[config.mk]
export PLATFORM = sky130hd
export DESIGN_NAME = single_to_half_float_convert_unit
export DESIGN_NICKNAME = d
export VERILOG_FILES = /design/src/s2h_pkg.sv /design/src/s2h_convert.sv /design/src/single_to_half_float_convert_unit.sv
export SDC_FILE = /design/constraint.sdc
export NUM_CORES = 1
export LEC_CHECK = 0
export ABC_CLOCK_PERIOD_IN_PS = 8400
export BUFFER_PORTS_ARGS = -buffer_cell sky130_fd_sc_hd__buf_2
export CAP_MARGIN = 20
export CORE_MARGIN = 2
export CORE_UTILIZATION = 50
export DETAILED_ROUTE_END_ITERATION = 10
export PLACE_DENSITY = 0.69
export SKIP_LAST_GASP = 1
export SYNTH_ARGS = -nofsm -noshare
export SYNTH_HDL_FRONTEND = slang
export SYNTH_SLANG_ARGS = --single-unit
export TNS_END_PERCENT = 100
[constraint.sdc]
create_clock -name clk -period 8.4 [get_ports clk]
set_input_delay 0.42 -clock clk [delete_from_list [all_inputs] [get_ports clk]]
set_output_delay 0.42 -clock clk [all_outputs]
set_load 0.01 [all_outputs]
[src/s2h_pkg.sv]
// Package for the single-to-half float converter.
// Holds the exponent thresholds and field widths used by the converter and top level.
// No dependencies.
package s2h_pkg;

  localparam int SINGLE_W = 32;
  localparam int HALF_W   = 16;

  // Biased single exponent thresholds
  localparam logic [7:0] EXP_OVER_LIMIT   = 8'h8F;  // above this: saturate
  localparam logic [7:0] EXP_NORMAL_FLOOR = 8'h70;  // at or below: half denormal/zero
  localparam logic [7:0] EXP_DENORM_FLOOR = 8'h67;  // lowest exponent of denormal range
  localparam logic [7:0] EXP_TINY         = 8'h66;  // just below smallest denormal

  localparam logic [14:0] HALF_MAX_MAG = 15'h7BFF;
  localparam logic [4:0]  HALF_EXP_TOP = 5'h1F;

endpackage

[src/s2h_convert.sv]
// Combinational binary32 to binary16 conversion, round to nearest even, saturating.
// Depends on s2h_pkg.
module s2h_convert
  import s2h_pkg::*;
(
  input  logic [SINGLE_W-1:0] single_bits,
  output logic [HALF_W-1:0]   half_bits
);

  logic        sign;
  logic [7:0]  exp_s;
  logic [22:0] man_s;
  logic [7:0]  den_off;
  logic [7:0]  nrm_off;
  logic [32:0] den_t;
  logic        den_rnd;
  logic [10:0] den_sum;
  logic        nrm_rnd;
  logic [10:0] nrm_sum;
  logic [5:0]  nrm_exp;
  logic [14:0] mag;

  always_comb begin
    sign  = single_bits[31];
    exp_s = single_bits[30:23];
    man_s = single_bits[22:0];

    // Denormal path: align hidden-bit mantissa, value in units of 2^-24
    den_off = exp_s - EXP_DENORM_FLOOR;
    den_t   = {9'b0, 1'b1, man_s} << den_off[3:0];
    den_rnd = den_t[22] && ((den_t[21:0] != '0) || den_t[23]);
    den_sum = {1'b0, den_t[32:23]} + {10'b0, den_rnd};

    // Normal path: drop 13 mantissa bits
    nrm_off = exp_s - EXP_NORMAL_FLOOR;
    nrm_rnd = man_s[12] && ((man_s[11:0] != '0) || man_s[13]);
    nrm_sum = {1'b0, man_s[22:13]} + {10'b0, nrm_rnd};
    nrm_exp = {1'b0, nrm_off[4:0]} + {5'b0, nrm_sum[10]};

    if (exp_s > EXP_OVER_LIMIT) begin
      mag = HALF_MAX_MAG;
    end else if (exp_s <= EXP_NORMAL_FLOOR) begin
      if (exp_s >= EXP_DENORM_FLOOR) begin
        // a carry to 0x400 is already the smallest normal pattern
        mag = {4'b0, den_sum};
      end else if (exp_s == EXP_TINY && man_s != '0) begin
        mag = 15'd1;
      end else begin
        mag = '0;
      end
    end else if (nrm_exp >= {1'b0, HALF_EXP_TOP}) begin
      mag = HALF_MAX_MAG;
    end else begin
      mag = {nrm_exp[4:0], nrm_sum[10] ? 10'b0 : nrm_sum[9:0]};
    end

    half_bits = {sign, mag};
  end

endmodule

[src/single_to_half_float_convert_unit.sv]
// Top level of the single-to-half float converter: input register, conversion, result register.
// Depends on s2h_pkg and s2h_convert.
// Each accepted transaction passes through the input register and then the result register,
// and out_valid rises once the result register has been loaded.
// Throughput: one transaction per cycle, sustained while out_ready stays high.
// Reset (rst_n, synchronous, active low) clears both stage valid flags; payload is not reset.
module single_to_half_float_convert_unit
  import s2h_pkg::*;
(
  input  logic                clk,
  input  logic                rst_n,
  input  logic                in_valid,
  output logic                in_ready,
  input  logic [SINGLE_W-1:0] in_single_bits,
  output logic                out_valid,
  input  logic                out_ready,
  output logic [HALF_W-1:0]   out_half_bits
);

  // Stage 1: captured input pattern
  logic                s1_valid_r;
  logic                s1_valid_nxt;
  logic [SINGLE_W-1:0] s1_bits_r;
  // Stage 2: result register
  logic                s2_valid_r;
  logic                s2_valid_nxt;
  logic [HALF_W-1:0]   s2_bits_r;

  logic                s2_take;
  logic                s1_take;
  logic [HALF_W-1:0]   conv_bits;

  // The result register takes a new value whenever it is empty or being drained;
  // the input register likewise, so a waiting result never blocks one transaction in flight.
  assign s2_take  = !s2_valid_r || out_ready;
  assign s1_take  = !s1_valid_r || s2_take;
  assign in_ready = s1_take;

  s2h_convert u_convert (
    .single_bits (s1_bits_r),
    .half_bits   (conv_bits)
  );

  always_comb begin
    s1_valid_nxt = s1_take ? in_valid : s1_valid_r;
    s2_valid_nxt = s2_take ? s1_valid_r : s2_valid_r;
  end

  always_ff @(posedge clk) begin
    if (!rst_n) begin
      s1_valid_r <= 1'b0;
      s2_valid_r <= 1'b0;
    end else begin
      s1_valid_r <= s1_valid_nxt;
      s2_valid_r <= s2_valid_nxt;
    end
  end

  always_ff @(posedge clk) begin
    if (s1_take && in_valid) begin
      s1_bits_r <= in_single_bits;
    end
    if (s2_take && s1_valid_r) begin
      s2_bits_r <= conv_bits;
    end
  end

  assign out_valid     = s2_valid_r;
  assign out_half_bits = s2_bits_r;

  // An accepted transaction lands in the input register
  a_s1_load: assert property (@(posedge clk) disable iff (!rst_n)
    in_valid && in_ready |=> s1_valid_r)
    else $error("accepted transaction not held in input register");

  // A filled input register moves to the result register when it can
  a_s2_load: assert property (@(posedge clk) disable iff (!rst_n)
    s1_valid_r && s2_take |=> s2_valid_r)
    else $error("input register not passed to result register");

  // Sign carries through unchanged
  a_sign: assert property (@(posedge clk) disable iff (!rst_n)
    s1_valid_r && s2_take |=> out_half_bits[15] == $past(s1_bits_r[31]))
    else $error("sign lost in conversion");

  // Results saturate, never infinity or NaN
  a_no_inf: assert property (@(posedge clk) disable iff (!rst_n)
    out_valid |-> out_half_bits[14:10] != HALF_EXP_TOP)
    else $error("result exponent all ones");

endmodule
==> run summary, run 1 <==
Post-CTS Setup Inserts -> 0
Synth top cells by count -> edfxtp_1, nor2_1, nand2_1
crit path max fanout -> 12
prevailing post-synth register cell -> edfxtp_1
clk slew on worst S/H paths -> 0.10 ns
worst vdd ir -> 110 µV
Tightest Hold Check Type -> in2reg
Clock Tree Root -> clkbuf_8
first-pass GRT wire length -> 12400 µm
EDFF count, synth -> 48
endpoint class of the critical path -> register
drt total wl -> 7500 µm
fraction of registers with async set/reset -> 0%
final setup fails -> 0
Final min period -> 3.77 ns
Final Hold Fails -> 0
Critical Path AT -> 3.82 ns
Synth Cell Area -> 3540 µm²
Net count, final -> 399
syn_area_per_cell -> 11.3 µm²
biggest area consumer among synthesized cells -> edfxtp_1
total CTS buffers -> 5
synth unique cells -> 64
max_cap viols -> 0
Clock Path Buffers -> 2
crit-path max cell delay -> 0.59 ns
Clock Skew -> 0.00563 ns
Setup CP Type -> reg2reg
Ports -> 54
CP Launch Type -> register
Synth top area share -> 40.7%
Synth area leaders -> edfxtp_1, mux4_2, mux2i_1
crit-path most repeated cell -> ha_1
layout cells sized above 1 -> 24.7%
GRT Residual Overflow -> 0
Synth Instances -> 313
status -> finished, final reports clean
Initial Util -> 51.8%
leakage -> 0.00150 µW
setup_tns -> 0 ns
Clock Sinks -> 50
DP HPWL -> 5690 µm
Register Area -> 1480 µm²
RSZ-0062 raised after global routing -> no
1st-iter DRT viols -> 217
part of the cycle the worst path needs -> 44.9%
clk_lat worst skew -> 0.31 ns
Worst-Margin Slew -> 0.967 ns
Max Fclk -> 265 MHz
Diodes inserted -> 0
Vias per Instance -> 5.82
antenna violations before repair -> 0
Die Y -> 88.1 µm
Post-CTS Hold Buffers -> 0
cell with the most instances after synthesis -> edfxtp_1
register bit total from synthesis -> 50
Critical Path, Cell by Cell -> and2_1 -> ha_1 -> nand3_1 -> nor2_1 -> nand3_1 -> inv_1 -> ha_1 -> ha_1 -> xor2_1 -> and3_1 -> maj3_1 -> nor2b_1 -> a21oi_1 -> o221a_2 -> o211ai_1
Slew Limit Fails -> 0
Avg WL per Cell -> 16.6 µm
multi-input logic area -> 1870 µm²
Layout area overhead -> 10.3%
via count -> 2631
Placer Congestion -> 0.928
Global Route Usage Sum -> 20.8%
Layout Utilization -> 57.1%
fill count -> 599
Slew headroom -> 35.0%
Routed Antenna Nets -> 0
Yosys warnings -> 0
Die Wd -> 88.1 µm
# H-tree levels -> 2
syn nets -> 357
post-cts resize count -> 0
core box area -> 6830 µm²
slowest stage cell, crit path -> edfxtp_1
first-pass iteration count of the detailed router -> 4
Port Buffer Count -> 53
CTS tree -> done
vias in the first global route -> 2486
Required @ worst endpoint -> 8.45 ns
row cnt -> 30
DIE AREA -> 7760 µm²
largest net degree at the start of global routing -> 35
DRC Markers -> 0
Pwr per Cell Area -> 155 nW/µm²
post-synthesis sequential area ratio -> 41.9%
path summary, 6_finish.rpt:
path	from	slack (ns)	cells after the start	endpoint
setup / recovery	s1_bits_r[13]	4.63	15	out_half_bits[9]
setup reg to reg	s1_bits_r[13]	4.63	15	out_half_bits[9]
hold reg to reg	s1_bits_r[31]	0.44	0	out_half_bits[15]
hold / removal	in_single_bits[13]	0.28	1	s1_bits_r[13]
sequential cells by signal, indices dropped and copies added, names as in the netlist:
register,flops
out_half_bits,16
out_valid,1
s1_bits_r,32
s1_valid_r,1
cell type report:
class                   count  area share (%)
clock inverters             2           0.353
multi-input cells         234            48.0
repair buffers             57            8.08
well taps                  96            3.08
flip-flops and latches     50            38.0
clock buffers               6            1.86
inverters                   7           0.674
cells by family (layout without fill, tap and decap cells):
| kind of cell | after synthesis | count (layout) | share of synthesized area [%] |
|---|---|---|---|
| flip-flops | 50 | 50 | 41.9 |
| XOR/XNOR | 18 | 18 | 5.52 |
| buffers and inverters | 29 | 72 | 5.20 |
| AO/OA/AOI/OAI | 61 | 61 | 11.9 |
| multiplexers | 34 | 34 | 14.6 |
| AND/OR/NAND/NOR | 112 | 112 | 17.8 |
| adder cells (fa/ha/maj) | 9 | 9 | 3.11 |
power breakdown:
part | switching (µW) | internal [µW] | leakage (µW)
sequential | 16.0 | 290 | 0.000477
clock | 85.6 | 59.6 | 0.0000456
combinational | 84.1 | 70.5 | 0.000976
stage by stage:
stage | std cells | instance area (µm²) | worst slack, ns | total power (µW) | hold WS [ns]
6_report | 452 | 3900 | 4.63 | 606 | 0.277
2_1_floorplan | 313 | 3540 | 5.06 | 430 | 0.400
3_3_place_gp | 443 | 3790 | 4.48 | 459 | 0.404
5_1_grt | 452 | 3900 | 4.31 | 637 | 0.262
4_1_cts | 451 | 3870 | 4.32 | 604 | 0.271
3_5_place_dp | 443 | 3790 | 4.34 | 462 | 0.428
layout by cell type (no fill, tap or decap), types with 4 or more instances in the layout:
cell type  Yosys  routed
nand3_1       15      15
nor4_1         4       4
and3_1         8       8
mux4_2         8       8
o21ai_0       10      10
nand2b_1       5       5
edfxtp_1      48      48
ha_1           8       8
buf_2          6      53
xnor2_1       10      10
nand2_1       16      16
mux2_2         6       6
o211ai_1       4       4
xor2_1         6       6
inv_1          6       6
mux2i_1       15      15
nor2_1        21      21
mux4_1         4       4
nor3_1        12      12
clkbuf_8       0       5
a21oi_1       12      12
o221ai_1       5       5
and2_1         4       4
nor2b_1       10      10
a211oi_1       4       4
per-layer routing:
layer	part of all wire [%]	global-route usage [%]	vias to the layer above	wire, µm
li1	-	-	1294	-
met1	42	28.3	1218	3190
met2	49	33.6	106	3650
met3	6.7	3.58	13	502
met4	2.1	7.58	0	158
met5	0	0	-	0
critical path, delay by kind of cell (launching register included):
kind	cells	cell delay, ns
AO/OA/AOI/OAI	3	0.57
buffers and inverters	1	0.13
XOR/XNOR	1	0.09
adder cells (fa/ha/maj)	4	0.89
AND/OR/NAND/NOR	6	1.25
flip-flops	1	0.59
No activity file was read; power rests on OpenSTA's default activity.
==> inputs of run 2 (changes only) <==
Settings changed: ABC_CLOCK_PERIOD_IN_PS 8400 to 3800.
Clock period 8.4 ns to 3.8 ns, I/O delays scaled along.
==> run 2 against run 1 <==
  * Critical path depth stayed put
  * Count of clock-buffer cells in the layout stayed put
  * Fmax is 8.9% higher
  * Cell count is 2.0% higher
  * Global-route usage is 0.89 points lower
  * Register-to-register slack worse by 4.3 ns
  * Non-clock buffer count is 9 higher
  * Sequential power is 120% higher
  * Worst hold slack worse by 0.23 ns
  * Via count is 1.6% higher
  * Die area stayed put
  * Critical path type unchanged
  * Critical endpoint unchanged
  * Largest cell class unchanged
  * Largest power group unchanged
==> run summary, run 2 (synthesis gave the netlist of run 1 again) <==
Clock Tree Root -> clkbuf_8
Post-CTS Setup Inserts -> 0
Placer Congestion -> 0.922
DRC Markers -> 0
Pwr Total -> 1420 µW
CP Launch Type -> register
worst slack, placed -> 0.374 ns
endpoint class of the critical path -> register
final setup fails -> 0
GRT Residual Overflow -> 0
Diodes inserted -> 0
antenna violations before repair -> 0
Global Route Usage Sum -> 19.9%
Ports -> 54
Required @ worst endpoint -> 3.84 ns
Routed Antenna Nets -> 0
Port Buffer Count -> 53
CP bufs+invs -> 1
largest net degree at the start of global routing -> 33
Critical Path, Cell by Cell -> and2_1 -> ha_1 -> nand3_1 -> nor2_1 -> nand3_1 -> inv_1 -> ha_1 -> ha_1 -> xor2_1 -> and3_1 -> maj3_1 -> nor2b_1 -> a21oi_1 -> o221a_2 -> o211ai_1
final worst setup slack -> 0.340 ns
DP HPWL -> 5630 µm
Pwr per Cell Area -> 357 nW/µm²
vias in the first global route -> 2437
setup_tns -> 0 ns
first-pass iteration count of the detailed router -> 4
Clock Skew -> 0.00533 ns
crit path max fanout -> 6
total CTS buffers -> 5
RSZ-0062 raised after global routing -> no
Net count, final -> 408
Tightest Hold Check Type -> in2reg
Clock Path Buffers -> 2
most frequent cells in the layout -> buf_2, edfxtp_1, nor2_1
slowest stage cell, crit path -> maj3_1
Max Fclk -> 289 MHz
part of the cycle the worst path needs -> 91.1%
max_cap viols -> 0
crit-path max cell delay -> 0.37 ns
Clock Sinks -> 50
Layout Utilization -> 58.3%
Die Wd -> 88.1 µm
clk slew on worst S/H paths -> 0.09 ns
Slew Limit Fails -> 0
commonest non-fill, non-tap cell in the layout -> buf_2
via count -> 2674
status -> finished, final reports clean
Initial Util -> 51.8%
CTS tree -> done
1st-iter DRT viols -> 259
Setup CP Type -> reg2reg
core box area -> 6830 µm²
# H-tree levels -> 2
Worst-Margin Slew -> 1.02 ns
Most flops, register -> s1_bits_r
Slew headroom -> 31.2%
Post-CTS Hold Buffers -> 0
non-filler cells, final -> 461
Avg WL per Cell -> 15.9 µm
fill count -> 609
first-pass GRT wire length -> 11900 µm
layout cells sized above 1 -> 26.8%
worst vdd ir -> 218 µV
row cnt -> 30
Layout area overhead -> 12.6%
clk_lat worst skew -> 0.31 ns
Critical Path AT -> 3.50 ns
post-cts resize count -> 0
dpl cells -> 453
cell family with most CP delay -> simple AND/OR/NAND/NOR gates
DIE AREA -> 7760 µm²
Final min period -> 3.46 ns
max reg flops -> 32
crit-path most repeated cell -> ha_1
leakage -> 0.00155 µW
drt total wl -> 7330 µm
Final Hold Fails -> 0
Vias per Instance -> 5.80
Die Y -> 88.1 µm
-- run 2: cell count changes in the layout (fill, tap and decap cells not counted) --
| cell | change |
|---|---|
| buf_16 | -1 |
| bufinv_16 | +1 |
| buf_4 | +10 |
| clkbuf_1 | -1 |
| clkbuf_8 | +1 |
| clkinv_2 | -1 |
-- run 2: final cells by class --
class | instances | area [µm²] | share of cell area [%]
well taps | 96 | 120 | 3.02
flip-flops and latches | 50 | 1480 | 37.2
multi-input cells | 234 | 1870 | 47.0
repair buffers | 66 | 363 | 9.11
clock inverters | 2 | 38.8 | 0.974
inverters | 7 | 26.3 | 0.660
clock buffers | 6 | 82.6 | 2.07
-- run 2: worst paths after layout --
check | start | to | slack, ns | cells after the start
worst max register to register | s1_bits_r[12] | out_half_bits[9] | 0.34 | 15
worst max-delay path | s1_bits_r[12] | out_half_bits[9] | 0.34 | 15
worst min register to register | s1_bits_r[31] | out_half_bits[15] | 0.43 | 0
worst min-delay path | in_single_bits[29] | s1_bits_r[29] | 0.05 | 1
-- run 2: report_power, final --
part | total [µW] | internal, µW | leakage (µW) | switching [µW]
clock | 401 | 217 | 0.0000618 | 184
combinational | 356 | 159 | 0.00101 | 197
sequential | 667 | 641 | 0.000477 | 25.2
total | 1420 | 1020 | 0.00155 | 406
-- run 2: per-stage QoR --
| stage | hold WS [ns] | instance area, µm² |
|---|---|---|
| global route | 0.0405 | 3980 |
| detailed placement | 0.368 | 3860 |
| floorplan | 0.289 | 3540 |
| CTS | 0.0451 | 3980 |
| finish | 0.0473 | 3980 |
| global placement | 0.367 | 3860 |
-- run 2: metal layers --
| metal | share of wire (%) | up-vias | wire length (µm) | GRT usage (%) |
|---|---|---|---|---|
| li1 | - | 1311 | - | - |
| met5 | 0 | - | 0 | 0 |
| met1 | 45 | 1260 | 3300 | 27.9 |
| met4 | 1.2 | 0 | 85 | 4.96 |
| met3 | 5.1 | 8 | 373 | 3.20 |
| met2 | 49 | 95 | 3580 | 32.6 |
==> inputs of run 3 (changes only) <==
Settings changed: ABC_AREA from default to 1, CORE_ASPECT_RATIO from default to 1.75, CTS_BUF_LIST from default to sky130_fd_sc_hd__clkbuf_4.
==> run 3 against run 2 <==
  * Combinational power is 9.0% higher
  * First-iteration DRC count is 31% lower
  * Register-to-register slack better by 0.11 ns
  * Non-clock buffer count is 25 higher
  * Sequential power hardly changed
  * Die area is 2.0% lower
  * Sequential share of layout area is 1.9 points lower
  * Area after synthesis is 2.4% lower
  * Fmax is 3.2% higher
  * Synthesized cell count is 38% higher
  * Critical path depth is 3 higher
  * Critical path type unchanged
  * Critical endpoint is now out_half_bits[7]
==> run summary, run 3 <==
status -> finished, final reports clean
FF-to-FF Start -> s1_bits_r[13]
hold path endpoint -> s1_valid_r
Post-CTS Setup Inserts -> 0
syn_area_per_cell -> 7.99 µm²
Min-Delay Startpoint -> rst_n
slowest stage cell, crit path -> edfxtp_1
CP Launch Type -> register
part of the cycle the worst path needs -> 88.2%
worst vdd ir -> 286 µV
post-synthesis compound-gate area fraction -> 10.7%
most frequent cells in the layout -> nand2_1, buf_2, edfxtp_1
DP HPWL -> 6410 µm
Worst-Margin Slew -> 0.816 ns
Pwr Total -> 1380 µW
leakage -> 0.00189 µW
simple logic cell fraction of the synthesized area -> 32.4%
first-pass iteration count of the detailed router -> 4
Diodes inserted -> 0
global routing's busiest layer -> met2
EDFF count, synth -> 48
register bit total from synthesis -> 50
syn nets -> 476
Post-Synth Adder-Cell Area -> 2.90%
GR Util met2 -> 42.5%
# H-tree levels -> 2
DRC Markers -> 0
R2R Setup Slk -> 0.45 ns
final setup fails -> 0
Clock Tree Root -> clkbuf_4
setup_tns -> 0 ns
Critical Path, Cell by Cell -> nand2_1 -> inv_1 -> ha_1 -> nand2_1 -> nor4_2 -> nand2_1 -> nor3_4 -> ha_1 -> ha_1 -> nand3_1 -> xor2_1 -> inv_1 -> nand4_1 -> nand2_1 -> inv_1 -> o21ai_0 -> a21oi_1 -> o21ai_1
cell family with most CP delay -> simple AND/OR/NAND/NOR gates
Pwr per Cell Area -> 329 nW/µm²
largest family of logic cells by synthesized area -> simple AND/OR/NAND/NOR gates
Yosys warnings -> 0
CTS tree -> done
vias in the first global route -> 3011
post-cts resize count -> 0
Synth Cell Area -> 3450 µm²
fraction of registers with async set/reset -> 0%
Routed Antenna Nets -> 0
prevailing post-synth register cell -> edfxtp_1
Required @ worst endpoint -> 3.96 ns
Clock Skew -> 0.0147 ns
max_cap viols -> 0
GRT Residual Overflow -> 0
endpoint class of the critical path -> register
Ports -> 54
largest net degree at the start of global routing -> 33
Global Route Usage Sum -> 23.0%
crit path max fanout -> 8
Die Y -> 114 µm
clk_lat worst skew -> 0.39 ns
cell with the most instances after synthesis -> nand2_1
Most flops, register -> s1_bits_r
Tightest Hold Check Type -> in2reg
DIE AREA -> 7610 µm²
max reg flops -> 32
biggest area consumer among synthesized cells -> edfxtp_1
Vias per Instance -> 5.29
fill count -> 622
CP bufs+invs -> 3
Clock Sinks -> 50
Initial Util -> 51.1%
drt total wl -> 8340 µm
Port Buffer Count -> 53
mux cell area share after synthesis -> 0%
Clock Path Buffers -> 2
RSZ-0062 raised after global routing -> no
Synth Area in XOR/XNOR -> 3.26%
R2R depth -> 18
Max Fclk -> 298 MHz
crit-path most repeated cell -> nand2_1
1st-iter DRT viols -> 179
Slew headroom -> 45.4%
M1 GR Usage -> 22.1%
Slew Limit Fails -> 0
crit-path max cell delay -> 0.46 ns
layout cells sized above 1 -> 18.9%
Synth Instances -> 432
core box area -> 6760 µm²
total CTS buffers -> 5
Synth area leaders -> edfxtp_1, nand2_1, nand3_1
Hold Path Depth -> 3
worst r2r dst -> out_half_bits[7]
Final Hold Fails -> 0
Critical Path AT -> 3.51 ns
Final min period -> 3.35 ns
row cnt -> 40
clk slew on worst S/H paths -> 0.16 ns
Avg WL per Cell -> 13.8 µm
post-synthesis sequential area ratio -> 42.9%
Die Wd -> 66.8 µm
Placer Congestion -> 1.03
Layout area overhead -> 21.6%
antenna violations before repair -> 0
Synth top cells by count -> nand2_1, edfxtp_1, nand3_1
Net count, final -> 562
synth unique cells -> 36
Setup CP Type -> reg2reg
via count -> 3187
met3 Track Usage GR -> 4.34%
commonest non-fill, non-tap cell in the layout -> nand2_1
Synth top area share -> 41.8%
first-pass GRT wire length -> 13200 µm
## run 3: cell types whose count changed in the layout (fill, tap and decap cells not counted), sizes merged, moves of 7 or more
cell,previous run,this run
buf,66,59
nand2,17,149
mux4,12,0
xnor2,10,2
nand3,15,47
mux2i,16,0
nor2b,10,0
inv,8,46
dlygate4sd3,0,32
and3,9,0
o21ai,10,32
nor2,21,31
## run 3: area by class of cell
type	instances	area (µm²)	share of cell area, %
Tap cell	84	105	2.50
Clock buffer	5	37.5	0.894
Timing Repair Buffer	91	651	15.5
Inverter	45	176	4.20
Multi-Input combinational cell	325	1700	40.4
Clock inverter	3	48.8	1.16
Sequential cell	50	1480	35.3
## run 3: tightest hold or removal path, cell delays in order
cell	delay [ns]
buf_2	0.09
inv_1	0.06
a21oi_1	0.04
## run 3: timing repair
action / in CTS / in global routing
hold endpoints to repair: 32 / 0
endpoints found under the setup margin: 0 / 0
hold buffers: 32 / 0
## run 3: how the worst max path moves through the flow
stage,from,endpoint,slack [ns],depth (start not counted)
2_1_floorplan,s1_bits_r[12],out_half_bits[3],1.02,18
3_3_place_gp,s1_bits_r[12],out_half_bits[3],0.52,18
3_5_place_dp,s1_bits_r[13],out_half_bits[7],0.49,18
4_1_cts,s1_bits_r[12],out_half_bits[7],0.49,18
5_1_grt,s1_bits_r[13],out_half_bits[7],0.12,18
6_report,s1_bits_r[13],out_half_bits[7],0.45,18
## run 3: routing by layer
layer | up-vias | routed length [µm]
met5 | - | 0
met4 | 0 | 521
met2 | 104 | 4530
li1 | 1617 | -
met3 | 37 | 339
met1 | 1429 | 2950
## run 3: cells by family after synthesis
logic type,after synthesis
AND/OR/NAND/NOR,247
flip-flops,50
XOR/XNOR,12
buffers and inverters,57
AO/OA/AOI/OAI,58
adder cells (fa/ha/maj),8
## run 3: power breakdown
| group | switching, µW | total, µW | internal (µW) |
|---|---|---|---|
| Clock | 182 | 325 | 143 |
| Sequential | 25.0 | 668 | 643 |
| Combinational | 242 | 388 | 146 |
## run 3: per-stage QoR
step / area [µm²] / worst slack [ns] / utilization, % / hold WS (ns) / cells
finish: 4200 / 0.447 / 62.1 / 0.0215 / 603
global route: 4200 / 0.116 / 62.1 / 0.0287 / 603
CTS: 4170 / 0.486 / 61.7 / 0.0112 / 602
detailed placement: 3760 / 0.489 / 55.7 / 0.368 / 562
global placement: 3760 / 0.524 / 55.7 / 0.367 / 562
floorplan: 3450 / 1.02 / - / 0.289 / 432
